`config.mk`:
```
export PLATFORM = sky130hd
export DESIGN_NAME = centered_moving_average_unit
export DESIGN_NICKNAME = d
export VERILOG_FILES = /design/src/rtl/core/cma_pkg.sv /design/src/rtl/core/cma_divider.sv /design/src/rtl/core/centered_moving_average_unit.sv
export SDC_FILE = /design/constraint.sdc
export NUM_CORES = 2
export LEC_CHECK = 0
export BUFFER_PORTS_ARGS = -buffer_cell sky130_fd_sc_hd__buf_2
export CAP_MARGIN = 5
export CORE_MARGIN = 2
export CORE_UTILIZATION = 58
export CTS_CLUSTER_DIAMETER = 200
export CTS_CLUSTER_SIZE = 30
export DETAILED_ROUTE_END_ITERATION = 7
export PLACE_DENSITY = 0.8
export SKIP_CTS_REPAIR_TIMING = 1
export SYNTH_ARGS = -nofsm -noshare
export SYNTH_HDL_FRONTEND = slang
export SYNTH_HIERARCHICAL = 1
export SYNTH_SLANG_ARGS = --single-unit
```
`constraint.sdc`:
```
create_clock -name aclk -period 6.4 [get_ports aclk]
set_input_delay 1.28 -clock aclk [delete_from_list [all_inputs] [get_ports aclk]]
set_output_delay 1.28 -clock aclk [all_outputs]
set_load 0.01 [all_outputs]
```
`src/rtl/core/cma_pkg.sv`:
```
// ----------------------------------------------------------------------------
// cma_pkg
// Shared types and constants for the centered moving average unit.
// ----------------------------------------------------------------------------
package cma_pkg;

    localparam int SAMPLE_W       = 32;
    localparam int WIN_W          = 6;
    localparam int SUM_W          = 38;
    localparam int CNT_W          = 32;
    localparam int DIV_CNT_W      = $clog2(SUM_W);
    localparam int DEF_MAX_WINDOW = 63;
    localparam int DEF_LINE_DEPTH = 64;

    typedef struct packed {
        logic signed [SAMPLE_W-1:0] sample;
        logic                       last;
    } cma_in_t;

    typedef struct packed {
        logic signed [SAMPLE_W-1:0] smoothed;
        logic                       last_out;
    } cma_out_t;

    typedef struct packed {
        logic                    start;
        logic signed [SUM_W-1:0] dividend;
        logic [WIN_W-1:0]        divisor;
    } div_req_t;

    typedef struct packed {
        logic                       done;
        logic signed [SAMPLE_W-1:0] quotient;
    } div_rsp_t;

endpackage

```
`src/rtl/core/cma_divider.sv`:
```
// ----------------------------------------------------------------------------
// cma_divider
// Iterative signed divider: window sum by sample count, one quotient bit per
// cycle, result truncated toward zero.
// ----------------------------------------------------------------------------
module cma_divider
    import cma_pkg::*;
(
    input  logic     aclk,
    input  logic     aresetn,
    input  div_req_t req,
    output div_rsp_t rsp
);

    logic                 busy_reg, busy_next;
    logic                 done_reg, done_next;
    logic                 neg_reg, neg_next;
    logic [DIV_CNT_W-1:0] cnt_reg, cnt_next;
    logic [WIN_W-1:0]     rem_reg, rem_next;
    logic [SUM_W-1:0]     q_reg, q_next;
    logic [WIN_W-1:0]     div_reg, div_next;

    logic [WIN_W:0]       trial;
    logic [WIN_W:0]       diff;
    logic                 ge;
    logic [SAMPLE_W-1:0]  q_lo;

    always_comb begin
        trial = {rem_reg, q_reg[SUM_W-1]};
        diff  = trial - {1'b0, div_reg};
        ge    = (trial >= {1'b0, div_reg});

        busy_next = busy_reg;
        done_next = 1'b0;
        neg_next  = neg_reg;
        cnt_next  = cnt_reg;
        rem_next  = rem_reg;
        q_next    = q_reg;
        div_next  = div_reg;

        if (req.start) begin
            busy_next = 1'b1;
            cnt_next  = '0;
            rem_next  = '0;
            neg_next  = req.dividend[SUM_W-1];
            // magnitude of the sum, never the most negative value
            q_next    = req.dividend[SUM_W-1] ? SUM_W'(-req.dividend)
                                              : SUM_W'(req.dividend);
            div_next  = req.divisor;
        end else if (busy_reg) begin
            rem_next = ge ? diff[WIN_W-1:0] : trial[WIN_W-1:0];
            q_next   = {q_reg[SUM_W-2:0], ge};
            cnt_next = cnt_reg + 1'b1;
            if (cnt_reg == DIV_CNT_W'(SUM_W - 1)) begin
                busy_next = 1'b0;
                done_next = 1'b1;
            end
        end
    end

    always_ff @(posedge aclk) begin
        if (!aresetn) begin
            busy_reg <= 1'b0;
            done_reg <= 1'b0;
        end else begin
            busy_reg <= busy_next;
            done_reg <= done_next;
        end
    end

    always_ff @(posedge aclk) begin
        neg_reg <= neg_next;
        cnt_reg <= cnt_next;
        rem_reg <= rem_next;
        q_reg   <= q_next;
        div_reg <= div_next;
    end

    assign q_lo         = q_reg[SAMPLE_W-1:0];
    assign rsp.done     = done_reg;
    assign rsp.quotient = neg_reg ? -$signed(q_lo) : $signed(q_lo);

`ifndef SYNTHESIS
    a_start_when_free: assert property (@(posedge aclk) disable iff (!aresetn)
        req.start |-> !busy_reg)
        else $error("divider started while busy");

    a_done_not_busy: assert property (@(posedge aclk) disable iff (!aresetn)
        done_reg |-> !busy_reg)
        else $error("divider done while still busy");

    a_start_runs: assert property (@(posedge aclk) disable iff (!aresetn)
        req.start |=> busy_reg && !done_reg)
        else $error("divider did not start");
`endif

endmodule

```
`src/rtl/core/centered_moving_average_unit.sv`:
```
// ----------------------------------------------------------------------------
// centered_moving_average_unit
// Centered moving average with truncated edges over a stream of Q16.16
// samples, built around a delay-line memory and a single iterative divider.
// ----------------------------------------------------------------------------
// Each accepted word is stored in the delay line and then passes through a
// bookkeeping state. For every smoothed word, the n samples of its window,
// where n is the number of samples in the window, stream out of the single
// read port of the delay line into the adder, and the bit-serial divider
// then divides the sum by n. A non-final word yields at most one result once
// the look-ahead is filled. The final word of a series flushes the pending
// results, up to (w + 1)/2 of them for window length w, back to back, each
// through the same read and division. Window lengths of 0 or 1 pass words
// through without the delay line and the divider.
// The input is not ready while a word is being worked on; a finished result
// sits in the output register while the next word is taken.
// ----------------------------------------------------------------------------
module centered_moving_average_unit
    import cma_pkg::*;
#(
    parameter int MAX_WINDOW = DEF_MAX_WINDOW,
    parameter int LINE_DEPTH = DEF_LINE_DEPTH
) (
    input  logic             aclk,
    input  logic             aresetn,
    input  logic             s_valid,
    output logic             s_ready,
    input  cma_in_t          s_data,
    output logic             m_valid,
    input  logic             m_ready,
    output cma_out_t         m_data,
    input  logic             cfg_wr_en,
    input  logic [WIN_W-1:0] cfg_wr_data
);

    localparam int PTR_W = $clog2(LINE_DEPTH);
    localparam int AW    = ((PTR_W > WIN_W) ? PTR_W : WIN_W) + 1;
    localparam int CAP   = (MAX_WINDOW < LINE_DEPTH - 1) ? MAX_WINDOW : LINE_DEPTH - 1;
    localparam int HW    = WIN_W - 1;

    typedef enum logic [8:0] {
        ST_IDLE     = 9'b000000001,
        ST_CHECK    = 9'b000000010,
        ST_START    = 9'b000000100,
        ST_ACCUM    = 9'b000001000,
        ST_DIV      = 9'b000010000,
        ST_DIV_WAIT = 9'b000100000,
        ST_RAW      = 9'b001000000,
        ST_RAW_WAIT = 9'b010000000,
        ST_EMIT     = 9'b100000000
    } state_t;

    state_t                     state_reg, state_next;
    logic [WIN_W-1:0]           window_len_reg, window_len_next;
    logic [CNT_W-1:0]           samples_reg, samples_next;
    logic [CNT_W-1:0]           outputs_reg, outputs_next;
    logic [PTR_W-1:0]           wr_ptr_reg, wr_ptr_next;
    logic [PTR_W-1:0]           out_ptr_reg, out_ptr_next;
    logic [PTR_W-1:0]           rd_ptr_reg, rd_ptr_next;
    logic [WIN_W-1:0]           issue_cnt_reg, issue_cnt_next;
    logic [WIN_W-1:0]           count_reg, count_next;
    logic signed [SUM_W-1:0]    sum_reg, sum_next;
    logic                       inflight_reg, inflight_next;
    logic                       last_pend_reg, last_pend_next;
    logic signed [SAMPLE_W-1:0] res_reg, res_next;
    logic                       res_last_reg, res_last_next;
    logic                       out_valid_reg, out_valid_next;
    cma_out_t                   out_data_reg, out_data_next;

    logic [SAMPLE_W-1:0]        delay_line_reg [LINE_DEPTH];
    logic [SAMPLE_W-1:0]        rd_data_reg;

    logic [WIN_W-1:0]           eff_w;
    logic                       pass;
    logic [HW-1:0]              back;
    logic [HW-1:0]              ahead;
    logic [CNT_W-1:0]           pending;
    logic [CNT_W-1:0]           after;
    logic [HW-1:0]              nb;
    logic [HW-1:0]              na;
    logic [WIN_W-1:0]           win_cnt;
    logic [AW-1:0]              start_sum;
    logic [PTR_W-1:0]           start_ptr;
    logic                       s_accept;
    logic                       out_free;
    logic                       wr_en;
    logic                       rd_en;
    logic [PTR_W-1:0]           rd_addr;
    div_req_t                   div_req;
    div_rsp_t                   div_rsp;

    function automatic logic [PTR_W-1:0] ptr_inc(input logic [PTR_W-1:0] p);
        logic [PTR_W-1:0] r;
        r = (p == PTR_W'(LINE_DEPTH - 1)) ? '0 : p + 1'b1;
        return r;
    endfunction

    // effective window and its reach on either side
    assign eff_w = (int'(window_len_reg) > CAP) ? WIN_W'(CAP) : window_len_reg;
    assign pass  = (eff_w <= WIN_W'(1));
    assign back  = eff_w[WIN_W-1:1];
    assign ahead = eff_w[0] ? back : back - HW'(1);

    assign pending = samples_reg - outputs_reg;
    assign after   = pending - CNT_W'(1);
    assign nb      = (outputs_reg >= CNT_W'(back)) ? back : outputs_reg[HW-1:0];
    assign na      = (after >= CNT_W'(ahead)) ? ahead : after[HW-1:0];
    assign win_cnt = WIN_W'(nb) + WIN_W'(na) + WIN_W'(1);

    // ring slot of the oldest sample in the window
    assign start_sum = (AW'(out_ptr_reg) >= AW'(nb))
                     ? AW'(out_ptr_reg) - AW'(nb)
                     : AW'(out_ptr_reg) + AW'(LINE_DEPTH) - AW'(nb);
    assign start_ptr = start_sum[PTR_W-1:0];

    assign s_ready  = (state_reg == ST_IDLE);
    assign s_accept = s_valid && s_ready;
    assign out_free = !out_valid_reg || m_ready;

    assign wr_en   = s_accept && !pass;
    assign rd_en   = ((state_reg == ST_ACCUM) && (issue_cnt_reg != '0))
                   || (state_reg == ST_RAW);
    assign rd_addr = (state_reg == ST_RAW) ? out_ptr_reg : rd_ptr_reg;

    assign div_req.start    = (state_reg == ST_DIV);
    assign div_req.dividend = sum_reg;
    assign div_req.divisor  = count_reg;

    cma_divider u_divider (
        .aclk    (aclk),
        .aresetn (aresetn),
        .req     (div_req),
        .rsp     (div_rsp)
    );

    always_ff @(posedge aclk) begin
        if (wr_en) begin
            delay_line_reg[wr_ptr_reg] <= s_data.sample;
        end
        if (rd_en) begin
            rd_data_reg <= delay_line_reg[rd_addr];
        end
    end

    always_comb begin
        state_next      = state_reg;
        window_len_next = window_len_reg;
        samples_next    = samples_reg;
        outputs_next    = outputs_reg;
        wr_ptr_next     = wr_ptr_reg;
        out_ptr_next    = out_ptr_reg;
        rd_ptr_next     = rd_ptr_reg;
        issue_cnt_next  = issue_cnt_reg;
        count_next      = count_reg;
        sum_next        = sum_reg;
        inflight_next   = (state_reg == ST_ACCUM) && (issue_cnt_reg != '0);
        last_pend_next  = last_pend_reg;
        res_next        = res_reg;
        res_last_next   = res_last_reg;
        out_valid_next  = out_valid_reg && !m_ready;
        out_data_next   = out_data_reg;

        case (state_reg)
            ST_IDLE: begin
                if (s_accept) begin
                    if (pass) begin
                        res_next      = s_data.sample;
                        res_last_next = s_data.last;
                        state_next    = ST_EMIT;
                    end else begin
                        samples_next   = samples_reg + 1'b1;
                        wr_ptr_next    = ptr_inc(wr_ptr_reg);
                        last_pend_next = s_data.last;
                        state_next     = ST_CHECK;
                    end
                end
            end
            ST_CHECK: begin
                if (last_pend_reg) begin
                    if (pending == '0) begin
                        // series done, start over
                        samples_next   = '0;
                        outputs_next   = '0;
                        wr_ptr_next    = '0;
                        out_ptr_next   = '0;
                        last_pend_next = 1'b0;
                        state_next     = ST_IDLE;
                    end else begin
                        res_last_next = (pending == CNT_W'(1));
                        // series too short to smooth: stored words leave as they are
                        state_next    = (samples_reg < CNT_W'(ahead)) ? ST_RAW : ST_START;
                    end
                end else if (pending > CNT_W'(ahead)) begin
                    res_last_next = 1'b0;
                    state_next    = ST_START;
                end else begin
                    state_next = ST_IDLE;
                end
            end
            ST_START: begin
                rd_ptr_next    = start_ptr;
                issue_cnt_next = win_cnt;
                count_next     = win_cnt;
                sum_next       = '0;
                state_next     = ST_ACCUM;
            end
            ST_ACCUM: begin
                if (issue_cnt_reg != '0) begin
                    rd_ptr_next    = ptr_inc(rd_ptr_reg);
                    issue_cnt_next = issue_cnt_reg - 1'b1;
                end
                // read data lands in the cycle after its address
                if (inflight_reg) begin
                    sum_next = sum_reg + $signed({{(SUM_W-SAMPLE_W){rd_data_reg[SAMPLE_W-1]}},
                                                  rd_data_reg});
                end
                if ((issue_cnt_reg == '0) && !inflight_reg) begin
                    state_next = ST_DIV;
                end
            end
            ST_DIV: begin
                state_next = ST_DIV_WAIT;
            end
            ST_DIV_WAIT: begin
                if (div_rsp.done) begin
                    res_next   = div_rsp.quotient;
                    state_next = ST_EMIT;
                end
            end
            ST_RAW: begin
                state_next = ST_RAW_WAIT;
            end
            ST_RAW_WAIT: begin
                res_next   = $signed(rd_data_reg);
                state_next = ST_EMIT;
            end
            ST_EMIT: begin
                if (out_free) begin
                    out_valid_next         = 1'b1;
                    out_data_next.smoothed = res_reg;
                    out_data_next.last_out = res_last_reg;
                    if (pass) begin
                        state_next = ST_IDLE;
                    end else begin
                        outputs_next = outputs_reg + 1'b1;
                        out_ptr_next = ptr_inc(out_ptr_reg);
                        state_next   = ST_CHECK;
                    end
                end
            end
            default: begin
                state_next = ST_IDLE;
            end
        endcase

        // a new window length drops the series in progress
        if (cfg_wr_en) begin
            window_len_next = cfg_wr_data;
            samples_next    = '0;
            outputs_next    = '0;
            wr_ptr_next     = '0;
            out_ptr_next    = '0;
            last_pend_next  = 1'b0;
        end
    end

    always_ff @(posedge aclk) begin
        if (!aresetn) begin
            state_reg      <= ST_IDLE;
            window_len_reg <= WIN_W'(1);
            samples_reg    <= '0;
            outputs_reg    <= '0;
            wr_ptr_reg     <= '0;
            out_ptr_reg    <= '0;
            issue_cnt_reg  <= '0;
            inflight_reg   <= 1'b0;
            last_pend_reg  <= 1'b0;
            out_valid_reg  <= 1'b0;
        end else begin
            state_reg      <= state_next;
            window_len_reg <= window_len_next;
            samples_reg    <= samples_next;
            outputs_reg    <= outputs_next;
            wr_ptr_reg     <= wr_ptr_next;
            out_ptr_reg    <= out_ptr_next;
            issue_cnt_reg  <= issue_cnt_next;
            inflight_reg   <= inflight_next;
            last_pend_reg  <= last_pend_next;
            out_valid_reg  <= out_valid_next;
        end
    end

    always_ff @(posedge aclk) begin
        rd_ptr_reg   <= rd_ptr_next;
        count_reg    <= count_next;
        sum_reg      <= sum_next;
        res_reg      <= res_next;
        res_last_reg <= res_last_next;
        out_data_reg <= out_data_next;
    end

    assign m_valid = out_valid_reg;
    assign m_data  = out_data_reg;

`ifndef SYNTHESIS
    a_emit_has_work: assert property (@(posedge aclk) disable iff (!aresetn)
        (state_reg == ST_EMIT) && !pass |-> samples_reg != outputs_reg)
        else $error("result word with no pending sample");

    a_div_count: assert property (@(posedge aclk) disable iff (!aresetn)
        (state_reg == ST_DIV) |-> (count_reg != '0) && (count_reg <= eff_w))
        else $error("window count out of range");

    a_div_done_expected: assert property (@(posedge aclk) disable iff (!aresetn)
        div_rsp.done |-> (state_reg == ST_DIV_WAIT))
        else $error("divider finished while not awaited");
`endif

endmodule

```
; ---- Yosys cells after proc, flatten, opt, wreduce, memory -nomap -nowiden
; Memories as Yosys holds them, arrays and structs flattened. A register that Yosys moved wholly into a read port is not among the register bits.
; Index checks and enable logic that the tools add are counted.
[totals]
ff_bits = 275
ramBits = 2048
inputBits = 44
output_inout_bits = 35
word_cells = 179
memories = 1
[memory_table]
columns = memory, words, width, rd, rd_clocked_by_memory_dff, write_ports, line
row1 = delay_line_reg, 64, 32, 1, 1, 1, centered_moving_average_unit.sv:70  ; logic [SAMPLE_W-1:0] delay_line_reg [LINE_DEPTH];
[op_classes]
addsub = 19
magnitude_cmp = 7
eq_ne = 27
n_mux = 69
bitwise = 2
reduce_logical = 30
[ops]
columns = op, n
row1 = 32-bit two-way mux, 10
row2 = 38-bit two-way mux, 4
row3 = 32-bit one-hot mux with 2 select lines, 2
row4 = 32-bit one-hot mux with 3 select lines, 1
row5 = 6-bit two-way mux, 14
row6 = 9-bit one-hot mux with 9 select lines, 1
row7 = 38-bit one-hot mux with 2 select lines, 1
row8 = 32-bit by 1-bit adder with 32-bit output (second input constant), 2
row9 = 32-bit by 5-bit greater-or-equal comparator with 1-bit output, 2
row10 = 9-bit two-way mux, 6
row11 = 6-bit one-hot mux with 2 select lines, 4
row12 = 38-bit by 32-bit adder with 38-bit output, 1
row13 = 38-bit negator, 1
row14 = 6-bit by 1-bit adder with 6-bit output (second input constant), 6
row15 = 32-bit by 1-bit equality test with 1-bit output (second input constant), 1
row16 = 32-bit by 5-bit greater-than comparator with 1-bit output, 1
row17 = 32-bit logical NOT, 1
row18 = 32-bit by 5-bit < comparator with 1-bit output, 1
row19 = 32-bit negator, 1
row20 = 32-bit by 1-bit subtractor with 32-bit output (second input constant), 1
row21 = 32-bit subtractor, 1
row22 = 6-bit equality test (second input constant), 4
row23 = 1-bit two-way mux, 17
row24 = 5-bit two-way mux, 3
row25 = 38 further kinds, 68

; ---- Longest topological paths before layout
[depth]
depth_word = 7
ltp_mapped = 27
mapped_depth_nobuf = 26

; ---- Modules after synthesis
; The synthesis kept the hierarchy.
[modules_own_cells]
columns = module, instances, cells_per_inst, area_each_um2, seq_area_each_um2
row1 = centered_moving_average_unit, 1, 5239, 93716.1, 67945.2
row2 = cma_divider, 1, 454, 4184.0, 1631.6

; ---- Worst setup path before layout
; OpenSTA, ideal clock, no wires.
[synth_timing]
path_kind = reg-to-reg
from = register samples_reg[0]
to = register issue_cnt_reg[4]
setup_time_ps = 115
t_arrival_ps = 5152
t_required_ps = 6285
path_slack_ps = 1133
path_stages_with_launch = 27
n_path_buf = 1
synth_period_minus_slack_ps = 5267
cell_sequence = dfxtp_1 inv_1 ha_1 inv_1 fa_1 a211oi_2 o21bai_1 o22a_1 nor3_1 a31oi_1 nor4_1 nand3_1 nor3_1 xor2_1 nor4_1 and4_1 clkbuf_1 mux2i_1 ha_1 inv_1 fa_1 a21o_1 a21oi_1 xnor2_1 a21oi_1 nor2_1 o21a_1
[synth_via]
elab_chain_cells = 7
[synth_lines]
columns = element, line
row1 = from (decl), centered_moving_average_unit.sv:55  ; logic [CNT_W-1:0] samples_reg, samples_next;
row2 = from (signal assigned), centered_moving_average_unit.sv:282  ; samples_reg <= samples_next;
row3 = 32-bit subtractor *, centered_moving_average_unit.sv:104  ; assign pending = samples_reg - outputs_reg;
row4 = 32-bit by 1-bit subtractor with 32-bit output *, centered_moving_average_unit.sv:105  ; assign after = pending - CNT_W'(1);
row5 = 32-bit by 5-bit greater-or-equal comparator with 1-bit output, centered_moving_average_unit.sv:107  ; assign na = (after >= CNT_W'(ahead)) ? ahead : after[HW-1:0];
row6 = 5-bit two-way mux *, centered_moving_average_unit.sv:107
row7 = 5-bit by 5-bit adder with 6-bit output *, centered_moving_average_unit.sv:108  ; assign win_cnt = WIN_W'(nb) + WIN_W'(na) + WIN_W'(1);
row8 = 6-bit by 1-bit adder with 6-bit output *, centered_moving_average_unit.sv:108
row9 = via win_cnt[4], centered_moving_average_unit.sv:81  ; logic [WIN_W-1:0] win_cnt;
row10 = 6-bit one-hot mux with 2 select lines *, centered_moving_average_unit.sv:163  ; case (state_reg)
row11 = to (signal assigned), centered_moving_average_unit.sv:286  ; issue_cnt_reg <= issue_cnt_next;
row12 = to (decl), centered_moving_average_unit.sv:60  ; logic [WIN_W-1:0] issue_cnt_reg, issue_cnt_next;
; Mark *: on every way through the listed nets, which the timed path passes. The rest lies on a longest branch.
; A chain may end at the register's enable or synchronous reset.

; ---- Final worst setup path
; Ends and elaborated chain as after synthesis.

==> results.sh <==
export IMPL_outcome="complete, no violations"
export IMPL_numPortBuffers=78
export IMPL_synth_edff_count=2241
export IMPL_postLayoutCellArea_um2=105000
export IMPL_dieWidth_um=415
export IMPL_cp_max_fo=8
export IMPL_crit_path_end_kind="flip-flop"
export IMPL_drtPass1Iterations=6
export IMPL_fmax_ghz=0.171
export IMPL_worstMarginPinSlew_ns=1.27
export IMPL_fin_tns_setup_ns=0
export IMPL_vias=54800
export IMPL_cts_root_buffer="clkbuf_16"
export IMPL_cts_tree="built"
export IMPL_initial_core_util_pct=58.5
export IMPL_core_area_um2=167000
export IMPL_synth_largest_area_cell="edfxtp_1"
export IMPL_cts_buffers=88
export IMPL_dieArea_um2=172000
export IMPL_hold_depth=0
export IMPL_cp_depth=25
export IMPL_wl_um=247000
export IMPL_synthesis_area_um2=97900
export IMPL_setup_ws_ns=0.559
export IMPL_die_h_um=415
export IMPL_cp_slowest_cell="fa_1"
export IMPL_grt_overflow=0
export IMPL_ir_drop_v=0.000241
export IMPL_cts_htree_levels=3
export IMPL_first_iter_violations=7986
export IMPL_synth_nets=5861
export IMPL_nNetsFinal=5936
export IMPL_final_max_slew_viol_count=0
export IMPL_yosys_warnings=6
export IMPL_hold_ws_ns=0.411
export IMPL_synth_area_leaders="edfxtp_1, mux4_2, dfxtp_1, nand2_1, ha_1"
export IMPL_cap_viol_max_count=0
export IMPL_power_density_nw_per_um2=236
export IMPL_avgSynthCellArea_um2=17.2
export IMPL_first_global_vias=54400
export IMPL_ant_nets=0
export IMPL_synthTopCellsByCount="edfxtp_1, mux4_2, nand2_1, nor2_1, clkbuf_1"
export IMPL_grt_pass1_wl_um=359000
export IMPL_dp_hpwl_um=151000
export IMPL_critPathMaxStageDelay_ns=0.43
export IMPL_final_setup_viol_count=0
export IMPL_synth_flop_cell="edfxtp_1"
export IMPL_grt_usage_pct=28.5
export IMPL_clock_latency_ns=0.79
export IMPL_worstRegToRegCells=25
export IMPL_seq_area_frac_synth_pct=71.1
export IMPL_startpoint_type="flip-flop"
export IMPL_drc=0
export IMPL_syn_inst=5693
export IMPL_clock_path_buffers=3
export IMPL_hold_violations=0
export IMPL_grt_start_max_net_pins=93
export IMPL_criticalPathCategory="reg -> reg"
export IMPL_largest_register_ffs=2048
export IMPL_cp_num_buf_inv=3
export IMPL_period_needed_ns=5.84
export IMPL_p_leak_uw=0.0331
export IMPL_synth_cell_types=88
export IMPL_avgRoutedWirePerCell_um=30.8
export IMPL_drive_gt1_share_pct=17.7
export IMPL_post_drt_via_cell_ratio=6.84
export IMPL_cts_sinks=2355
export IMPL_skew_ns=0.0415
export IMPL_rsz0062_at_grt="no"
export IMPL_place_gp_congestion=0.910
export IMPL_cp_arrival_ns=6.51
export IMPL_rows=150
export IMPL_antenna_found_initial=9
export IMPL_yosysTopAreaCellShare_pct=68.7
export IMPL_yosysMostFrequentCell="edfxtp_1"
export IMPL_ys_seq_elements=2355
export IMPL_maxSlewHeadroom_pct=15.2
export IMPL_dpl_cell_area_um2=102000
export IMPL_path_clk_slew_ns=0.13
export IMPL_total_power_uw=24800
export IMPL_pre_cts_slack_ns=0.557
export IMPL_worstPathRequired_ns=7.07
export IMPL_min_path_type="reg -> reg"
export IMPL_area_growth_pct=7.17
export IMPL_cp_top_family="simple AND/OR/NAND/NOR gates"
export IMPL_ios=79
export IMPL_crit_path_frequent_cell="inv_1"
export IMPL_period_share_pct=91.3
export IMPL_async_flop_share_pct=0
==> layer usage <==
| layer | wire, µm | track usage, % | vias up | share of wire, % |
|---|---|---|---|---|
| met2 | 118000 | 46.0 | 3552 | 48 |
| met3 | 27600 | 5.70 | 543 | 11 |
| li1 | - | - | 22700 | - |
| met1 | 89000 | 38.4 | 27900 | 36 |
| met4 | 11900 | 11.8 | 8 | 4.8 |
| met5 | 52 | 0 | - | 0.021 |
==> worst reg2reg max path, stage by stage, from the launching register on <==
cell      delay, ns
dfxtp_1        0.39
inv_1          0.08
ha_1           0.18
inv_1          0.07
fa_1           0.43
a211oi_2       0.29
o21bai_1       0.16
a211oi_1       0.33
nor2_1         0.12
nor4b_1        0.41
and2_1         0.23
nand3_1        0.24
nor3_1         0.25
xor2_1         0.10
nor4_1         0.27
and4_1         0.41
mux2i_1        0.25
ha_1           0.18
inv_1          0.07
fa_1           0.41
a21o_1         0.17
a21oi_1        0.18
xnor2_1        0.11
a21oi_1        0.18
nor2_1         0.06
o21a_1         0.19
==> logic make-up after synthesis <==
| group | after synthesis | synth area share [%] |
|---|---|---|
| and+or+nand+nor | 1258 | 6.19 |
| buffers and inverters | 402 | 1.58 |
| AOI/OAI and AO/OA | 815 | 5.67 |
| xor gates and xnor gates | 196 | 1.76 |
| adders and majority gates | 124 | 1.62 |
| muxes | 543 | 12.1 |
| DFF | 2355 | 71.1 |
==> final timing paths <==
check                              start                             to  slack, ns
max          samples_reg[0]$_SDFFE_PP0P_  issue_cnt_reg[4]$_SDFFE_PN0P_       0.56
min                res_reg[16]$_DFFE_PP_           m_data[17]$_DFFE_PP_       0.41
max reg2reg  samples_reg[0]$_SDFFE_PP0P_  issue_cnt_reg[4]$_SDFFE_PN0P_       0.56
min reg2reg        res_reg[16]$_DFFE_PP_           m_data[17]$_DFFE_PP_       0.41
==> final cells by class <==
type / instances / area [µm²]
well taps: 2204 / 2760
multi-input cells: 2936 / 27400
clock buffers: 121 / 2390
fillers: 11300 / 62500
diodes: 4 / 10.0
inverters: 99 / 372
clock inverters: 5 / 87.6
flip-flops and latches: 2355 / 69600
repair buffers: 288 / 2300
==> metrics by stage <==
stage	instances	util, %
5_1_grt	8008	62.7
4_1_cts	8008	62.7
3_3_place_gp	7882	61.2
2_1_floorplan	5693	-
6_report	8012	62.7
3_5_place_dp	7882	61.2
==> where the power goes <==
| part | leakage (µW) | internal [µW] | switching [µW] |
|---|---|---|---|
| clock network | 0.00119 | 2660 | 4400 |
| logic | 0.0108 | 185 | 608 |
| registers | 0.0212 | 16900 | 34.6 |
| total | 0.0331 | 19800 | 5040 |
==> placed cells by master (no fill, tap or decap), drive strengths merged, types with 99 or more instances in the layout <==
cell type and count:
nand2 456, nor2 283, a211oi 169, mux4 512, buf 288, xnor2 136
edfxtp 2241, inv 99, dfxtp 114, clkbuf 121, a21oi 192, ha 119
and2 137
Power figures use the tool's default switching activity.
